===== config.mk =====
export PLATFORM = sky130hd
export DESIGN_NAME = fmprc_ram
export DESIGN_NICKNAME = d
export VERILOG_FILES = /design/src/rtl/core/fmprc_ram.sv
export SDC_FILE = /design/constraint.sdc
export NUM_CORES = 1
export LEC_CHECK = 0
export ABC_AREA = 1
export BUFFER_PORTS_ARGS = -buffer_cell sky130_fd_sc_hd__buf_2
export CAP_MARGIN = 20
export CORE_MARGIN = 4
export CORE_UTILIZATION = 50
export DETAILED_ROUTE_END_ITERATION = 12
export GPL_ROUTABILITY_DRIVEN = 0
export GPL_TIMING_DRIVEN = 0
export PLACE_DENSITY_LB_ADDON = 0.1
export SLEW_MARGIN = 20
export SYNTH_ARGS = -nofsm -noshare
export SYNTH_HDL_FRONTEND = slang
export SYNTH_SLANG_ARGS = --single-unit

===== constraint.sdc =====
create_clock -name clk -period 1.3 [get_ports clk]
set_input_delay 0.065 -clock clk [delete_from_list [all_inputs] [get_ports clk]]
set_output_delay 0.065 -clock clk [all_outputs]
set_load 0.005 [all_outputs]

===== src/rtl/core/fmprc_ram.sv =====
// ----------------------------------------------------------------------------
// fmprc_ram
// Generic single-write, single-read RAM with registered read data.
// ----------------------------------------------------------------------------
module fmprc_ram #(
  parameter int WIDTH = 8,
  parameter int DEPTH = 16
) (
  input  logic                     clk,
  input  logic                     we,
  input  logic [$clog2(DEPTH)-1:0] waddr,
  input  logic [WIDTH-1:0]         wdata,
  input  logic [$clog2(DEPTH)-1:0] raddr,
  output logic [WIDTH-1:0]         rdata
);

  logic [WIDTH-1:0] mem [DEPTH];

  always_ff @(posedge clk) begin
    if (we) begin
      mem[waddr] <= wdata;
    end
    rdata <= mem[raddr];
  end

endmodule


; ---- Word level (Yosys, flattened, before mapping)
; Memory sizes are Yosys's and may differ from the RTL's. A register that Yosys moved wholly into a read port is not among the register bits.
; Cells that the tools add are included.
[classes]
bitwise_logic = 0
n_mul = 0
n_addsub = 0
shift = 0
n_eq_ne = 0
reduce_logical = 0
n_mux = 2
order_cmp = 0
div = 0
[ops]
columns = op, n
row1 = $mux W1, 2
[word_totals]
latch_bits = 0
ram_bits = 128
n_memories = 1
output_inout_bits = 8
reg_bits = 0
in_bits = 18
rom_bits = 0
wordCells = 3
[mem_list]
columns = memory, depth, width, rd, rd_clocked_by_memory_dff, wr, line
row1 = mem, 16, 8, 1, 1, 1, 17  ; logic [WIDTH-1:0] mem [DEPTH];

; ---- Logic depth before layout (Yosys ltp)
[logic_depth]
word_depth = 2
ltp_mapped = 8
depth_no_buf = 7

; ---- Worst setup path after synthesis
; OpenSTA, ideal clock, no wires.
[synth_path]
kind = input -> register
from = input waddr[2]
to = memory mem[10][0] (enable)
n_path_buf = 0
setup_time_ps = 370
cell_stages = 2
required_ps = 930
path_slack_ps = 284
arrival_ps = 646
path_cell_list = nand3b_1 -> nor2_1
[synth_rtl]
columns = item, line
row1 = "start, declared", 11  ; input logic [$clog2(DEPTH)-1:0] waddr,
row2 = "end, declared", 17
; Straight into the memory's write port.

; ---- Worst setup path after layout
[layout_path]
from = input waddr[1]
to = memory mem[13][3] (enable)
; Straight into the memory's write port.

==> impl_metrics.tcl <==
set metrics [dict create \
    die_h_um 115 \
    slew_violations 0 \
    antenna_found_initial 0 \
    slew_headroom 0.362 \
    min_period_ps 1100 \
    p_per_area_mw_per_mm2 1520 \
    static-leakage-power_nw 2.88 \
    period_share 0.847 \
    cts_sinks 136 \
    synth-seq-cells 136 \
    netlist_area_sq_mm 0.00577 \
    critPathKind "input port to register" \
    maxCapViolCount 0 \
    ant_nets 0 \
    dp.final_hpwl_um 9020 \
    n_fill_cell 936 \
    rows 38 \
    vias 3795 \
    vdd_drop_max_mv 0.899 \
    critPathMaxFanout 8 \
    start_util 0.521 \
    multi_input_area_sq_mm 0.00121 \
    post_drt_wl_per_cell_um 18.4 \
    grt_max_degree 17 \
    utilization 0.596 \
    firstDrtPassIters 5 \
    yosysSeqAreaShare 0.694 \
    die_w_um 115 \
    core_sq_mm 0.0111 \
    ctsHoldBuffers 0 \
    cp.arrival_ps 1130 \
    rsz0062_at_grt "false" \
    synth_cell_type_count 12 \
    avgSynthCellArea_sq_um 10.5 \
    start_kind "input port" \
    cts_tree "built" \
    io_buffers 22 \
    grt_first_pass_wirelength_um 21200 \
    setup_viol 0 \
    clkLatencyLatePin_ps 410 \
    cts_root_buffer "clkbuf_16" \
    hold_class "input port to register" \
    status "complete, no violations" \
    overflow 0 \
    finalHoldViolCount 0 \
    synth_warnings 0 \
    cts_setup_buffers 0 \
    cts_max_path_buffers 2 \
    max_freq_mhz 908 \
    grt_pass1_vias 3565 \
    area_growth_pct 14.5 \
    worstSetupEndpointType "register" \
    clock_skew_ps 7.86 \
    tightest_slew_ps 953 \
    ios 26 \
    htreeDepth 4 \
    dp_cells 713 \
    crit_required_ps 1330 \
    holdWs_ps 71.8 \
    total_power_w 0.0101 \
    seq_area_sq_mm 0.00400 \
    drt_iter0_drc 395 \
    fin_cells 744 \
    final_nets 610 \
    post-route-drc-count 0 \
    ctsResizeCount 0 \
    viasPerCell 5.10 \
    cts_buffers 17 \
    track_usage 0.224 \
    path_clk_slew_ps 60 \
    drt-total-wl_um 13700 \
    num_antenna_cells 0 \
    dieArea_sq_mm 0.0133 \
    drive_above_1_share 0.127 \
    synth_fp_nets 569 \
    synthCells 551 \
]
-- layout by cell type, fill, tap and decap left out, drive strengths merged --
cell type  instances
nand2            173
edfxtp           128
inv              106
nand3             97
buf               46
clkbuf            18
nor2              17
dfxtp              8
clkinv             6
nand3b             2
clkinvlp           2
bufinv             1
-- critical path, stage by stage --
cell and delay [ps]:
buf_2 110, inv_1 60, nand2_1 120, nor2_1 760
-- cell usage after synthesis --
master / count / area share
buf_4: 4 / 0.0052
nand2_1: 173 / 0.11
dfxtp_1: 8 / 0.028
nor2_1: 17 / 0.011
edfxtp_1: 128 / 0.67
buf_1: 1 / 0.00065
buf_6: 6 / 0.012
nand3_1: 97 / 0.084
inv_1: 100 / 0.065
nand3b_1: 2 / 0.0026
buf_2: 13 / 0.011
inv_2: 2 / 0.0013
-- final cells by class --
type | count | share of cell area
sequential | 136 | 0.606
multi-input combinational | 289 | 0.184
clock buffer | 18 | 0.0650
inverter | 102 | 0.0580
tap | 140 | 0.0265
buffer | 24 | 0.0252
clock inverter | 13 | 0.0184
timing repair buffer | 22 | 0.0167
-- worst paths after layout --
path	startpoint	to	slack, ps	cells past startpoint
hold reg to reg	mem[2][1]$_DFFE_PP_	rdata[1]$_DFF_P_	690	6
setup reg to reg	mem[11][4]$_DFFE_PP_	rdata[4]$_DFF_P_	300	6
setup / recovery	waddr[1]	mem[13][3]$_DFFE_PP_	200	4
hold / removal	wdata[7]	mem[5][7]$_DFFE_PP_	70	1
-- per-layer routing --
metal / vias to the layer above / track usage / wire length [um]
met5: - / 0 / 0
met4: 0 / 0.0767 / 254
met3: 18 / 0.0463 / 905
met2: 135 / 0.323 / 5990
met1: 1784 / 0.338 / 6550
li1: 1858 / - / -
-- cell families after synthesis --
family | Yosys count | share of synthesized area
AND/OR/NAND/NOR | 289 | 0.210
flip-flops | 136 | 0.694
buffers and inverters | 126 | 0.0952
-- sequential cells by signal, summed over array words and instances, names as in the netlist --
signal	flops
mem	128
rdata	8
-- where the power goes --
group	total [W]	leakage, nW	switching [W]	internal [W]
clock	0.00450	0.267	0.00186	0.00264
combinational	0.000632	1.39	0.000445	0.000188
sequential	0.00493	1.22	0.0000243	0.00490
total	0.0101	2.88	0.00233	0.00773
-- through the flow --
stage / worst slack (ps) / TNS, ps / cell area (sq um)
2_1_floorplan: 284 / 0 / 5770
3_3_place_gp: -269 / -14050 / 6050
3_5_place_dp: -303 / -18050 / 6050
4_1_cts: 129 / 0 / 6600
5_1_grt: 61.8 / 0 / 6600
6_report: 199 / 0 / 6600
Power figures use the tool's default switching activity.
