File: config.mk
export PLATFORM = sky130hd
export DESIGN_NAME = fmprc_match
export DESIGN_NICKNAME = d
export VERILOG_FILES = /design/src/rtl/core/fmprc_pkg.sv /design/src/rtl/core/fmprc_match.sv
export SDC_FILE = /design/constraint.sdc
export NUM_CORES = 1
export LEC_CHECK = 0
export BUFFER_PORTS_ARGS = -buffer_cell sky130_fd_sc_hd__buf_2
export CAP_MARGIN = 20
export CORE_ASPECT_RATIO = 1.25
export CORE_MARGIN = 2
export CORE_UTILIZATION = 40
export DETAILED_ROUTE_END_ITERATION = 16
export GPL_ROUTABILITY_DRIVEN = 0
export GPL_TIMING_DRIVEN = 1
export PLACE_DENSITY = 0.86
export RECOVER_POWER = 25
export SYNTH_ARGS = -nofsm -noshare
export SYNTH_HDL_FRONTEND = slang
export SYNTH_SLANG_ARGS = --single-unit
File: constraint.sdc
create_clock -name vclk -period 10.2
set_input_delay 2.55 -clock vclk [all_inputs]
set_output_delay 2.55 -clock vclk [all_outputs]
set_load 0.03 [all_outputs]
File: src/rtl/core/fmprc_pkg.sv
// ----------------------------------------------------------------------------
// fmprc_pkg
// Shared types, codes and helpers of the first-match packet rule classifier.
// ----------------------------------------------------------------------------
package fmprc_pkg;

  localparam int RULE_SLOTS = 64;
  localparam int SLOT_W     = $clog2(RULE_SLOTS);
  localparam int COUNT_W    = $clog2(RULE_SLOTS + 1);

  localparam logic [1:0] MODE_APPEND   = 2'd0;
  localparam logic [1:0] MODE_CLASSIFY = 2'd1;
  localparam logic [1:0] MODE_CLEAR    = 2'd2;

  localparam logic [1:0] ST_MATCH   = 2'd0;
  localparam logic [1:0] ST_NOMATCH = 2'd1;
  localparam logic [1:0] ST_DONE    = 2'd2;
  localparam logic [1:0] ST_FULL    = 2'd3;

  localparam logic [2:0] PROTO_ANY   = 3'd0;
  localparam logic [2:0] PROTO_ICMP  = 3'd1;
  localparam logic [2:0] PROTO_TCP   = 3'd2;
  localparam logic [2:0] PROTO_UDP   = 3'd3;
  localparam logic [2:0] PROTO_OTHER = 3'd4;

  localparam logic [7:0] IPPROTO_ICMP = 8'd1;
  localparam logic [7:0] IPPROTO_TCP  = 8'd6;
  localparam logic [7:0] IPPROTO_UDP  = 8'd17;

  localparam logic [1:0]  DIR_ANY       = 2'd2;
  localparam logic [1:0]  ACK_ANY       = 2'd2;
  localparam logic [15:0] PORT_WILD     = 16'd0;
  localparam logic [15:0] PORT_AT_LEAST = 16'd1023;
  localparam logic [5:0]  PREFIX_MAX    = 6'd32;

  typedef struct packed {
    logic [1:0]  mode;
    logic [31:0] src_addr;
    logic [31:0] dst_addr;
    logic [5:0]  src_prefix_len;
    logic [5:0]  dst_prefix_len;
    logic [7:0]  ip_protocol;
    logic [2:0]  rule_protocol;
    logic [15:0] sport;
    logic [15:0] dport;
    logic [1:0]  direction;
    logic [1:0]  ack_code;
    logic        rule_action;
  } req_t;

  typedef struct packed {
    logic [1:0] status;
    logic [5:0] rule_index;
    logic       verdict;
  } rsp_t;

  typedef struct packed {
    logic [31:0] src_addr;
    logic [31:0] dst_addr;
    logic [15:0] sport;
    logic [15:0] dport;
    logic [2:0]  protocol;
    logic [1:0]  direction;
    logic [1:0]  ack;
    logic        action;
    logic [5:0]  src_len;
    logic [5:0]  dst_len;
  } rule_t;

  function automatic logic [5:0] prefix_sat(input logic [5:0] len);
    prefix_sat = (len > PREFIX_MAX) ? PREFIX_MAX : len;
  endfunction

  function automatic logic [31:0] prefix_mask(input logic [5:0] len);
    logic [5:0] n;
    n = prefix_sat(len);
    if (n == 6'd0) begin
      prefix_mask = 32'h0;
    end else begin
      prefix_mask = 32'hFFFF_FFFF << (PREFIX_MAX - n);
    end
  endfunction

endpackage

File: src/rtl/core/fmprc_match.sv
// ----------------------------------------------------------------------------
// fmprc_match
// Compare unit: tests one stored rule against the held packet header.
// ----------------------------------------------------------------------------
module fmprc_match
  import fmprc_pkg::*;
(
  input  req_t  pkt,
  input  rule_t rule,
  output logic  hit
);

  logic [2:0] pclass;
  logic       addr_ok;
  logic       dir_ok;
  logic       proto_ok;
  logic       sport_ok;
  logic       dport_ok;
  logic       ack_ok;
  logic       ported;

  always_comb begin
    case (pkt.ip_protocol)
      IPPROTO_ICMP: pclass = PROTO_ICMP;
      IPPROTO_TCP:  pclass = PROTO_TCP;
      IPPROTO_UDP:  pclass = PROTO_UDP;
      default:      pclass = PROTO_OTHER;
    endcase
  end

  assign addr_ok  = ((pkt.src_addr & prefix_mask(rule.src_len)) == rule.src_addr) &&
                    ((pkt.dst_addr & prefix_mask(rule.dst_len)) == rule.dst_addr);
  assign dir_ok   = (pkt.direction == rule.direction) || (rule.direction == DIR_ANY) ||
                    (pkt.direction == DIR_ANY);
  assign proto_ok = (rule.protocol == PROTO_ANY) || (rule.protocol == pclass);
  assign sport_ok = (rule.sport == PORT_WILD) || (rule.sport == pkt.sport) ||
                    ((rule.sport == PORT_AT_LEAST) && (pkt.sport >= PORT_AT_LEAST));
  assign dport_ok = (rule.dport == PORT_WILD) || (rule.dport == pkt.dport) ||
                    ((rule.dport == PORT_AT_LEAST) && (pkt.dport >= PORT_AT_LEAST));
  assign ported   = (pclass == PROTO_TCP) || (pclass == PROTO_UDP);
  assign ack_ok   = (pclass != PROTO_TCP) || (rule.ack >= ACK_ANY) || (rule.ack == pkt.ack_code);

  assign hit = addr_ok && dir_ok && proto_ok && (!ported || (sport_ok && dport_ok)) && ack_ok;

endmodule

; ---- Word-level counts from Yosys, hierarchy flattened
; Index checks and enable logic that the tools add are counted.
[word_totals]
input_bits = 242
regBits = 0
output_inout_bits = 1
word_cells = 58
[classes]
n_reduce_logical = 25
n_lt_le_gt_ge = 5
n_shift = 2
n_eq_ne = 17
n_bitwise = 2
n_addsub = 2
muxes = 5
[ops]
columns = operator, count
row1 = $and A32 B32 Y32, 2
row2 = $eq A32 B32 Y1, 2
row3 = $mux W32, 2
row4 = $shl A32 B6 Y32 const A, 2
row5 = $eq A16 B10 Y1 const B, 2
row6 = $eq A16 B16 Y1, 2
row7 = $ge A16 B10 Y1 const B, 2
row8 = $logic_not A16 Y1, 2
row9 = $gt A6 B6 Y1 const B, 2
row10 = $logic_not A6 Y1, 2
row11 = $mux W6, 2
row12 = $sub A6 B6 Y6 const A, 2
row13 = $logic_or A1 B1 Y1, 11
row14 = $pmux W3 S3, 1
row15 = $eq A8 B1 Y1 const B, 1
row16 = $eq A8 B3 Y1 const B, 1
row17 = $eq A8 B5 Y1 const B, 1
row18 = $logic_and A1 B1 Y1, 8
row19 = $eq A3 B2 Y1 const B, 2
row20 = $eq A2 B2 Y1, 2
row21 = $eq A2 B2 Y1 const B, 2
row22 = $eq A3 B3 Y1, 1
row23 = $logic_not A3 Y1, 1
row24 = $ne A3 B2 Y1 const B, 1
row25 = 2 further kinds, 2

; ---- Logic depth before layout (Yosys ltp)
; Gate-level depths: netlist of the first run.
[depth]
ltp_word = 12
mapped_depth = 15
mapped_depth_nobuf = 11

; ---- Worst setup path before layout of the first run
; Ideal clock, no wire load.
[synth_timing]
kind = input to output
startpoint = in rule[5] in the netlist's numbering
endpoint = out hit
path_buffers = 4
t_required_ns = 7.650
path_stages = 15
path_slack_ns = 2.123
arrival_time_ns = 5.527
path_cell_list = buf_2 buf_1 nor2b_1 inv_1 ha_1 buf_2 mux2i_1 a31oi_1 buf_2 a21boi_0 a311o_1 nor4_1 nand4_1 nor4b_1 and4_1
[synth_between]
elab_chain_cells = 12
elab_cells_between_ends = 13
classes_between = add/sub: 1 / order compare: 1 / eq/ne: 1 / shift: 1 / mux: 2 / bitwise: 1 / reduce/logical: 6
[synth_rtl]
columns = item, line
row1 = start: declaration, fmprc_match.sv:9  ; input rule_t rule,
row2 = $gt A6 B6 Y1, fmprc_pkg.sv:71  ; prefix_sat = (len > PREFIX_MAX) ? PREFIX_MAX : len;
row3 = $mux W6 *, fmprc_pkg.sv:71
row4 = $sub A6 B6 Y6, fmprc_pkg.sv:80  ; prefix_mask = 32'hFFFF_FFFF << (PREFIX_MAX - n);
row5 = $shl A32 B6 Y32, fmprc_pkg.sv:80
row6 = $mux W32 *, fmprc_pkg.sv:77  ; if (n == 6'd0) begin
row7 = $and A32 B32 Y32 *, fmprc_match.sv:32  ; ((pkt.dst_addr & prefix_mask(rule.dst_len)) == rule.dst_addr);
row8 = $eq A32 B32 Y1 *, fmprc_match.sv:32
row9 = $logic_and A1 B1 Y1 *, fmprc_match.sv:31  ; assign addr_ok = ((pkt.src_addr & prefix_mask(rule.src_len)) == rule.src_addr) &&
row10 = $logic_and A1 B1 Y1 * (4 in series), fmprc_match.sv:43  ; assign hit = addr_ok && dir_ok && proto_ok && (!ported || (sport_ok && dport_ok)) && ack_ok;
row11 = end: declaration, fmprc_match.sv:10  ; output logic hit
; Mark *: on every way between the ends. The rest lies on a longest branch, timed or not.

; ---- Final worst setup path of the first run
; Same ends and word-level chain as after synthesis.

==> results of run 1 <==
==> how the worst min path moves through the flow <==
stage	end	cells after the start	from
5_1_grt	hit	5	rule[103]
3_5_place_dp	hit	6	rule[91]
4_1_cts	hit	5	rule[103]
3_3_place_gp	hit	5	rule[103]
6_report	hit	5	rule[103]
2_1_floorplan	hit	4	rule[69]
==> through the flow <==
| step | hold WS, ps | total power [uW] | utilization, % | instance area (um^2) | worst slack, ps |
|---|---|---|---|---|---|
| finish | 5780 | 215 | 54.6 | 4520 | 730 |
| global route | 5790 | 231 | 54.6 | 4520 | 491 |
| CTS | 5760 | 209 | 54.6 | 4520 | 1250 |
| detailed placement | 5750 | 208 | 54.6 | 4520 | 1260 |
| global placement | 5760 | 206 | 54.6 | 4520 | 1320 |
| floorplan | 5480 | 120 | - | 3420 | 2120 |
==> critical path: cells and delay by family <==
kind | cells | cell delay [ps]
xor+xnor | 1 | 130
compound gates | 2 | 730
simple gates | 5 | 1340
buf+inv | 4 | 1260
fa+ha+maj | 1 | 730
mux | 1 | 170
==> layout make-up <==
class,instances,area [um^2]
tap,97,121
timing repair buffer,228,1150
inverter,15,56.3
multi-input combinational,479,3190
fill,850,3770
==> cell usage after synthesis (4+ instances only) <==
cell type and n:
sky130_fd_sc_hd__or4_1 8, sky130_fd_sc_hd__nand3_1 21, sky130_fd_sc_hd__a22oi_1 13, sky130_fd_sc_hd__buf_2 12
sky130_fd_sc_hd__nor2_1 33, sky130_fd_sc_hd__nor3_1 10, sky130_fd_sc_hd__nand4_1 27, sky130_fd_sc_hd__o31a_1 4
sky130_fd_sc_hd__a31oi_1 8, sky130_fd_sc_hd__nand2b_1 8, sky130_fd_sc_hd__a311oi_1 6, sky130_fd_sc_hd__a32oi_1 4
sky130_fd_sc_hd__nor4_1 19, sky130_fd_sc_hd__o21ai_0 22, sky130_fd_sc_hd__or2_2 6, sky130_fd_sc_hd__o31ai_1 4
sky130_fd_sc_hd__xor2_1 10, sky130_fd_sc_hd__nor2b_1 11, sky130_fd_sc_hd__o211ai_1 7, sky130_fd_sc_hd__a21oi_1 18
sky130_fd_sc_hd__or3_1 5, sky130_fd_sc_hd__clkbuf_1 12, sky130_fd_sc_hd__nand2_1 70, sky130_fd_sc_hd__xnor2_1 43
sky130_fd_sc_hd__mux2i_1 7, sky130_fd_sc_hd__inv_1 15, sky130_fd_sc_hd__nor4bb_1 4, sky130_fd_sc_hd__buf_6 4
sky130_fd_sc_hd__and4_1 8, sky130_fd_sc_hd__ha_1 6, sky130_fd_sc_hd__a211oi_1 25
==> power by group through the flow <==
stage	clock, uW	sequential, uW	combinational [uW]
2_1_floorplan	0	0	120
3_3_place_gp	0	0	206
3_5_place_dp	0	0	208
4_1_cts	0	0	209
5_1_grt	0	0	231
6_report	0	0	215
==> metal layers <==
layer | part of all wire, % | up-vias
met3 | 11 | 77
met2 | 49 | 399
li1 | - | 2444
met1 | 34 | 2290
met4 | 5.8 | 2
met5 | 0.084 | -
==> cells by family (layout without fill, tap and decap cells) <==
group	count (synthesis)	count (layout)	synth area share (%)
simple gates	253	253	40.3
compound gates	158	158	34.7
xor+xnor	53	53	13.6
buf+inv	46	243	6.52
mux	9	9	2.71
fa+ha+maj	6	6	2.20
==> metrics.log, run 1 <==
[metrics] run status: finished clean
[metrics] Worst path slowest cell: sky130_fd_sc_hd__ha_1
[metrics] net total in the final layout: 972
[metrics] sequential share of the synthesized area: 0%
[metrics] wire length of the first global-routing pass: 23500 um
[metrics] first drt pass iteration count: 6
[metrics] area occupied by registers: 0 um^2
[metrics] number of placed instances, taps included: 819
[metrics] post-synthesis instance area: 3420 um^2
[metrics] transition at the pin with the smallest max-transition slack: 1030 ps
[metrics] synthesis-to-finish area growth: 32.3%
[metrics] category of the critical setup timing path: in2out
[metrics] drt wl/cell: 18.9 um
[metrics] # Max-Cap Violations: 0
[metrics] leading cell type in the layout, fill and taps excluded: sky130_fd_sc_hd__buf_2
[metrics] via count normalized by instance count: 6.36
[metrics] post-synth net total: 773
[metrics] initial drt markers: 460
[metrics] synthesis warning total: 0
[metrics] top cells by area in the synthesized netlist: sky130_fd_sc_hd__xnor2_1 (11%), sky130_fd_sc_hd__nand2_1 (7.7%), sky130_fd_sc_hd__a211oi_1 (5.5%), sky130_fd_sc_hd__nand4_1 (4.9%), sky130_fd_sc_hd__nor2_1 (3.6%)
[metrics] most frequent cells in the layout: sky130_fd_sc_hd__buf_2 (223), sky130_fd_sc_hd__nand2_1 (70), sky130_fd_sc_hd__xnor2_1 (43)
[metrics] Avg Cell Area, Syn: 6.51 um^2
[metrics] share of the synthesized area in the top cell type: 11.0%
[metrics] Final Non-Filler Cells: 819
[metrics] endpoint of the most critical setup path: hit
[metrics] HPWL after DPL: 13300 um
[metrics] global routing usage on met3: 5.06%
[metrics] fraction of final layout cells sized beyond drive strength 1: 34.1%
[metrics] global-route usage over all layers: 31.5%
[metrics] initial standard-cell utilization of the core: 41.2%
[metrics] cell count after synthesis: 525
[metrics] minimum period implied by the final worst setup slack: 9470 ps
[metrics] hold buffer count at cts: 0
[metrics] pins over their slew limit: 0
[metrics] GRT busiest layer: met2
[metrics] total net switching power: 123 uW
[metrics] CP Cell Sequence: clkbuf_1 -> inv_1 -> nand2_1 -> ha_1 -> mux2i_1 -> a31oi_1 -> buf_4 -> nand2_1 -> a211oi_1 -> xor2_1 -> or4_1 -> nor4_2 -> and4_1 -> buf_2
[metrics] headroom to the max-slew limit: 30.7%
[metrics] height of the chip: 107 um
[metrics] sequential share of power: 0%
[metrics] Core Area: 8290 um^2
[metrics] Worst IR Drop VDD: 0.0254 mV
[metrics] Post-CTS Repair Setup Buffers: 0
[metrics] total global routing overflow: 0
[metrics] Clk network pwr share: 0%
[metrics] initial antenna violation count: 1
[metrics] final routed wirelength across all metal layers: 15500 um
[metrics] PwrDens: 47.5 nW/um^2
[metrics] cell accounting for the most synthesized area: sky130_fd_sc_hd__xnor2_1
[metrics] pin count of the biggest net entering global routing: 27
[metrics] # resized after CTS: 0
[metrics] worst setup path startpoint: rule[5]
[metrics] Final Setup Violations: 0
[metrics] antenna diode count: 0
[metrics] remaining routing DRC violations: 0
[metrics] number of buffers added on ports: 224
[metrics] overall die area: 9300 um^2
[metrics] Leakage Power: 0.00201 uW
[metrics] category of the worst setup path launch point: primary input
[metrics] largest stage delay on the critical path: 730 ps
[metrics] final hold violations: 0
[metrics] layout clock buffer count: 0
[metrics] # IOs: 243
[metrics] element type at the critical path end: output port
[metrics] via count of the first global-routing pass: 4930
[metrics] CP dominant cell by count: sky130_fd_sc_hd__nand2_1
[metrics] row cnt: 37
[metrics] met2 demand-to-capacity share in global routing: 56.0%
[metrics] required time at the worst-slack endpoint: 7650 ps
[metrics] setup TNS: 0 ps
[metrics] crit path DAT: 6920 ps
[metrics] top achievable clock speed: 0.106 GHz
[metrics] hold crit path type: in2out
[metrics] post-route antenna net violation count: 0
[metrics] combinational share of power: 100.0%
[metrics] number of flip-flops and latches: 0
[metrics] internal power: 92.1 uW
[metrics] number of distinct library cell variants in the gate-level netlist after synthesis: 77
[metrics] net switching fraction of the power: 57.1%
[metrics] die boundary width: 86.7 um
[metrics] M1 GR Usage: 36.2%
[metrics] Period Utilization, post-route: 92.8%
[metrics] biggest fanout along the worst timing path: 26
[metrics] vias post-DR: 5212
[metrics] RSZ-0062 raised after global routing: no
No activity file was read; power rests on OpenSTA's default activity.
==> run 2: changes to the inputs <==
==> constraint.sdc (replaced) <==
create_clock -name vclk -period 11.8
set_input_delay 2.95 -clock vclk [all_inputs]
set_output_delay 2.95 -clock vclk [all_outputs]
set_load 0.03 [all_outputs]
==> metrics.log, run 2 (same netlist as run 1, synthesis figures left out) <==
[metrics] height of the chip: 107 um (unchanged)
[metrics] via count normalized by instance count: 6.43 (was 6.36)
[metrics] number of buffers added on ports: 224 (unchanged)
[metrics] Worst Hold Launch: rule[103] (unchanged)
[metrics] sink of the worst hold path: hit (unchanged)
[metrics] category of the critical setup timing path: in2out (unchanged)
[metrics] setup ws final: 1520 ps (was 730 ps)
[metrics] RSZ-0062 raised after global routing: no (unchanged)
[metrics] drt wl/cell: 19.1 um (was 18.9 um)
[metrics] most frequent cells in the layout: sky130_fd_sc_hd__buf_2 (223), sky130_fd_sc_hd__nand2_1 (70), sky130_fd_sc_hd__xnor2_1 (43) (unchanged)
[metrics] pin count of the biggest net entering global routing: 27 (unchanged)
[metrics] area occupied by registers: 0 um^2 (unchanged)
[metrics] overall die area: 9300 um^2 (unchanged)
[metrics] minimum period implied by the final worst setup slack: 10280 ps
[metrics] row cnt: 37 (unchanged)
[metrics] vias post-DR: 5275 (was 5212)
[metrics] biggest fanout along the worst timing path: 26 (unchanged)
[metrics] Leakage Power: 0.00201 uW (about the same)
[metrics] Post-CTS Repair Setup Buffers: 0 (unchanged)
[metrics] category of the worst setup path launch point: primary input (unchanged)
[metrics] synthesis-to-finish area growth: 32.4% (was 32.3%)
[metrics] HPWL after DPL: 13400 um (was 13300 um)
[metrics] element type at the critical path end: output port (unchanged)
[metrics] crit path DAT: 7330 ps (was 6920 ps)
[metrics] pins over their slew limit: 0 (unchanged)
[metrics] Final Setup Violations: 0 (unchanged)
[metrics] Layout fillers: 848 (was 850)
[metrics] worst setup path startpoint: rule[5] (unchanged)
[metrics] required time at the worst-slack endpoint: 8850 ps (was 7650 ps)
[metrics] Core Area: 8290 um^2 (unchanged)
[metrics] die boundary width: 86.7 um (unchanged)
[metrics] post-route antenna net violation count: 0 (unchanged)
[metrics] headroom to the max-slew limit: 26.5% (was 30.7%)
[metrics] top achievable clock speed: 0.0972 GHz
[metrics] final routed wirelength across all metal layers: 15700 um (was 15500 um)
[metrics] area of the multi-input gates: 3190 um^2 (unchanged)
[metrics] run status: finished clean (unchanged)
[metrics] worst slack at placement: 1970 ps (was 1260 ps)
[metrics] layout clock buffer count: 0 (unchanged)
[metrics] # IOs: 243 (unchanged)
[metrics] total global routing overflow: 0 (unchanged)
[metrics] initial drt markers: 629 (was 460)
[metrics] PwrDens: 41.2 nW/um^2 (was 47.5 nW/um^2)
[metrics] remaining routing DRC violations: 0 (unchanged)
[metrics] via count of the first global-routing pass: 4792 (was 4930)
[metrics] Worst IR Drop VDD: 0.0221 mV (was 0.0254 mV)
[metrics] leading cell type in the layout, fill and taps excluded: sky130_fd_sc_hd__buf_2 (unchanged)
[metrics] initial antenna violation count: 1 (unchanged)
[metrics] initial standard-cell utilization of the core: 41.2% (unchanged)
[metrics] fraction of final layout cells sized beyond drive strength 1: 34.1% (unchanged)
[metrics] Period Utilization, post-route: 87.2%
[metrics] wire length of the first global-routing pass: 22800 um (was 23500 um)
[metrics] final hold violations: 0 (unchanged)
[metrics] hold crit path type: in2out (unchanged)
[metrics] transition at the pin with the smallest max-transition slack: 1090 ps (was 1030 ps)
[metrics] global-route usage over all layers: 30.9% (was 31.5%)
[metrics] # Max-Cap Violations: 0 (unchanged)
[metrics] hold buffer count at cts: 0 (unchanged)
[metrics] number of flip-flops and latches: 0 (unchanged)
[metrics] Hold Path Stages: 5 (unchanged)
[metrics] first drt pass iteration count: 6 (unchanged)
[metrics] setup TNS: 0 ps (unchanged)
[metrics] net total in the final layout: 972 (unchanged)
[metrics] # resized after CTS: 0 (unchanged)
[run 2: cell types whose count changed in the layout (fill, tap and decap cells not counted), sizes merged]
cell,previous run,this run
diode,0,1
[run 2: final cells by class]
type,count,share of cell area (%)
multi-input combinational,479,70.6
timing repair buffer,228,25.4
tap,97,2.68
inverter,15,1.24
antenna,1,0.0553
[run 2: per-layer routing]
| layer | global-route usage, % | vias up | share of wire, % |
|---|---|---|---|
| met2 | 55.4 | 448 | 47 |
| met3 | 4.83 | 97 | 12 |
| met4 | 15.2 | 2 | 6.6 |
| li1 | - | 2445 | - |
| met5 | 0 | - | 0.096 |
| met1 | 34.8 | 2283 | 34 |
[run 2: power breakdown]
| group | switching [uW] | total, uW | leakage [uW] | internal (uW) |
|---|---|---|---|---|
| sequential | 0 | 0 | 0 | 0 |
| combinational | 107 | 187 | 0.00201 | 79.6 |
| clock | 0 | 0.0000113 | 0.00000000634 | 0.0000113 |
[run 2: through the flow]
stage               util (%)  std cells  total power [uW]  hold WS, ps  cell area, um^2
finish                  54.6        820               187         6570             4520
global route            54.6        819               198         6580             4520
detailed placement      54.6        819               180         6560             4520
CTS                     54.6        819               181         6560             4520
global placement        54.6        819               178         6560             4520
floorplan                  -        525               103         6280             3420
[run 2: worst max-delay path, cell delays in order]
cell                       delay (ps)
sky130_fd_sc_hd__clkbuf_1         560
sky130_fd_sc_hd__inv_1            230
sky130_fd_sc_hd__nand2_1          180
sky130_fd_sc_hd__ha_1             720
sky130_fd_sc_hd__mux2i_1          160
sky130_fd_sc_hd__a31oi_1          490
sky130_fd_sc_hd__buf_4            260
sky130_fd_sc_hd__nand2_1           60
sky130_fd_sc_hd__a211oi_1         250
sky130_fd_sc_hd__xor2_1           130
sky130_fd_sc_hd__or4_1            560
sky130_fd_sc_hd__nor4_2           310
sky130_fd_sc_hd__and4_1           260
sky130_fd_sc_hd__buf_2            210
[run 2: worst max-delay path by stage]
stage,endpoint,depth (start not counted),slack (ps)
4_1_cts,hit,14,1950
3_5_place_dp,hit,14,1970
6_report,hit,14,1520
5_1_grt,hit,14,1270
3_3_place_gp,hit,14,2120
2_1_floorplan,hit,15,2920
